==> src/hdl/bbia_ram.sv <==
// ----------------------------------------------------------------------------
// bbia_ram
// Generic single-port-write, single-port-read RAM with registered read.
// ----------------------------------------------------------------------------
module bbia_ram #(
    parameter int WIDTH = 8,
    parameter int DEPTH = 16
) (
    input  logic                     clk,
    input  logic                     we,
    input  logic [$clog2(DEPTH)-1:0] waddr,
    input  logic [WIDTH-1:0]         wdata,
    input  logic [$clog2(DEPTH)-1:0] raddr,
    output logic [WIDTH-1:0]         rdata
);

    logic [WIDTH-1:0] mem [DEPTH];

    always_ff @(posedge clk)
    begin
        if (we)
            mem[waddr] <= wdata;
        rdata <= mem[raddr];
    end

endmodule

==> config.mk <==
export PLATFORM = sky130hd
export DESIGN_NAME = bbia_ram
export DESIGN_NICKNAME = d
export VERILOG_FILES = /design/src/hdl/bbia_ram.sv
export SDC_FILE = /design/constraint.sdc
export NUM_CORES = 1
export LEC_CHECK = 0
export BUFFER_PORTS_ARGS = -buffer_cell sky130_fd_sc_hd__clkbuf_2
export CAP_MARGIN = 20
export CORE_UTILIZATION = 50
export CTS_BUF_LIST = sky130_fd_sc_hd__clkbuf_4 sky130_fd_sc_hd__clkbuf_8
export DETAILED_ROUTE_END_ITERATION = 8
export GPL_ROUTABILITY_DRIVEN = 0
export HOLD_SLACK_MARGIN = 0.02
export PLACE_DENSITY = 0.75
export SYNTH_ARGS = -nofsm -noshare
export SYNTH_HDL_FRONTEND = slang
export SYNTH_SLANG_ARGS = --single-unit
==> constraint.sdc <==
create_clock -name clk -period 4.9 [get_ports clk]
set_input_delay 0.49 -clock clk [delete_from_list [all_inputs] [get_ports clk]]
set_output_delay 0.49 -clock clk [all_outputs]
set_load 0.01 [all_outputs]
# Word-level counts from Yosys, hierarchy flattened
# Memory sizes are Yosys's and may differ from the RTL's. A register that Yosys moved wholly into a read port is not among the register bits.
# Cells that the tools add are included.
dict set report word_totals {
  word_cells 3
  in_bits 18
  n_memories 1
  reg_bits 0
  ramBits 128
}
dict set report op_classes {
  mux 2
}
# memory words width read_ports rd_ports_with_merged_regs write_ports line_no
set memory_table {}
lappend memory_table {mem 16 8 1 1 1 17} ;# logic [WIDTH-1:0] mem [DEPTH];
# operator n
set op_table {}
lappend op_table {{$mux W1} 2}

# Depth between registers and ports, before layout
dict set report depth {
  ltp_word 2
  ltp_mapped 5
}

# Worst setup path before layout
# No wires, ideal clock.
dict set report synth_path {
  path_type {input to register}
  startpoint {input port waddr[2]}
  endpoint {memory mem[0][0], enable pin}
  required_time_ns 4.517
  stages 2
  slack_ns 2.917
  setup_time_ns 0.383
  t_arrival_ns 1.600
  path_cell_list {or3b_2 > nor3_1}
}
# item line_no
set synth_rtl {}
lappend synth_rtl {{from (decl)} 11} ;# input logic [$clog2(DEPTH)-1:0] waddr,
lappend synth_rtl {{to (decl)} 17}
# No word-level cell before the write port.

==> results.ini <==
[cells_and_area]
final_area_sq_mm=0.005796
area_growth_pct=12.59
layout-drive-gt1-share_pct=28.57
n_antenna_cell=0
layout_commonest_cell=edfxtp_1
nNetsFinal=285
final_cell_mix=edfxtp_1, clkbuf_2, mux4_2, clkbuf_8, a22oi_1

[placed_design]
dpl.hpwl_mm=5.767
placed_area_sq_mm=0.005388
port_buffers=25
dp_slack_ns=2.575

[timing]
hold_viol_final=0
finalClockSkew_ns=0.009532
fin_crit_ns=1.877
timing.final.ws_setup_ns=3.023
maxSlewHeadroom_pct=35.48
tightest_slew_ns=0.9643
drv_slew=0
rsz0062_at_grt=false
hold_ws_ns=0.4788
finalCritPeriodShare_pct=38.31
fin_setup_tns_ns=0
finalSetupViolations=0
max_freq_mhz=532.8

[clock_network]
cts_resized=0
clockRootBuffer=clkbuf_8
cts_hold_buf=0
clk_latency_ns=0.43
clock_sinks=136
clkTransAtPathRegs_ns=0.08
htreeDepth=4
cts_buffers=17
postCtsSetupBuffers=0
clockBufferDepth=2
tritoncts=yes

[grt]
grt_usage_pct=20.03
overflow=0
use_met3_pct=5.780
grt_pass1_wl_mm=14.15
grtUsageMet1_pct=28.78
grt_max_degree=33
use_met2_pct=29.24
busiest_layer=met2
antenna_found_initial=0
grt_pass1_vias=2438

[routing]
drtPass1Iterations=5
post_drt_wl_per_cell_um=22.85
route.final.wire_length_mm=9.439
drc=0
drt_iter0_markers=142
vias_per_cell=5.852
ant_nets=0
route.vias.total=2417

[floorplanning]
core_sq_mm=0.009864
io_pins=26
die_h_um=103.5
die_x_um=103.5
die-area_sq_mm=0.01071
rows=36
start_util_pct=52.18

[setup_path]
end_kind=flop
crit_family=multiplexers
cp.arrival_ns=2.18
path_cells=clkbuf_2, buf_4, mux4_1, a22oi_1, nand2_1
cp_max_fo=32
path_buf_inv=2
cp_data_required_time_ns=5.20
crit_path_top_delay_cell=mux4_1
start_kind=primary input
cpPeakStageDelay_ns=0.66
r2r_setup_slack_ns=3.44
critical_path_class=primary input to flop

[synthesis]
syn_nets=247
avgSynthCellArea_sq_um=22.48
ys_seq_area_share_pct=77.78
ys_ff_latch=136
syn_area_sq_mm=0.005147
syn_inst=229
synthDistinctLibCells=19
ys_warn_count=0

[power]
clkPwrFrac_pct=39.7
p_leak_uw=0.001917
p_per_area_mw_per_mm2=407.2
p_seq_share_pct=55.4
switching_share_pct=20.99
ir_worst_vdd_v=0.0002414
comb_power_share_pct=4.9
netSwitchingPower_uw=495.3
internal_power_uw=1864

[flow_run]
drv_cap=0

[run_status]
outcome=complete, no violations

[hold_path]
min_path_type=primary input to flop

layout make-up:
type                    instances  area [sq um]
fillers                       714          4069
multi-input cells              83          1062
clock inverters                12         151.4
repair buffers                 29         155.1
well taps                     133         166.4
flip-flops and latches        136          4004
clock buffers                  20         256.5
power groups by stage:
stage          logic, uW  clock network (uW)  registers (uW)
2_1_floorplan       66.0                   0            1330
3_3_place_gp         115                   0            1330
3_5_place_dp         117                   0            1330
4_1_cts              117                 944            1310
5_1_grt              126                 992            1310
6_report             116                 937            1310
layer usage:
metal  vias to the layer above  part of all wire, %
li1                       1051                    -
met1                      1234                   43
met2                       117                   46
met3                        15                  8.5
met4                         0                  1.7
met5                         -                    0
cells in the mapped netlist (all sizes together):
cell           instances  share of area [%]
edfxtp               128                 75
nand2b                 2               0.24
buf                    7                1.1
and2b                  1               0.15
dfxtp                  8                3.1
nor3                   4               0.39
nor2b                  1               0.12
a22oi                 16                2.3
nand2                  9               0.66
nor2                  13               0.95
and2                   1               0.12
clkdlybuf4s25          3               0.58
nand3                  1              0.097
mux4                  32                 15
nand3b                 2               0.29
or3b                   1               0.17
path summary, 6_finish.rpt:
path	start	end	cells past startpoint
worst max-delay path	raddr[0]	rdata[5]	5
worst min-delay path	wdata[0]	mem[6][0]	1
worst max register to register	mem[1][5]	rdata[5]	3
worst min register to register	mem[14][3]	rdata[3]	3
flip-flops by register name, summed over array words and instances (netlist names):
register and cells:
mem 128, rdata 8
per-stage QoR:
stage               cells  total power, uW  util (%)
finish                413             2360     58.75
global route          413             2427     58.75
CTS                   413             2369     58.75
detailed placement    381             1450     54.62
global placement      381             1447     54.62
floorplan             229             1400         -
cells by family (layout without fill, tap and decap cells):
group,after synthesis,in the layout,share of synthesized area (%)
AND/OR/NAND/NOR,35,35,3.184
flip-flops,136,136,77.78
multiplexers,32,32,15.02
buffers and inverters,10,61,1.677
AO/OA/AOI/OAI,16,16,2.334
No activity file was read; power rests on OpenSTA's default activity.
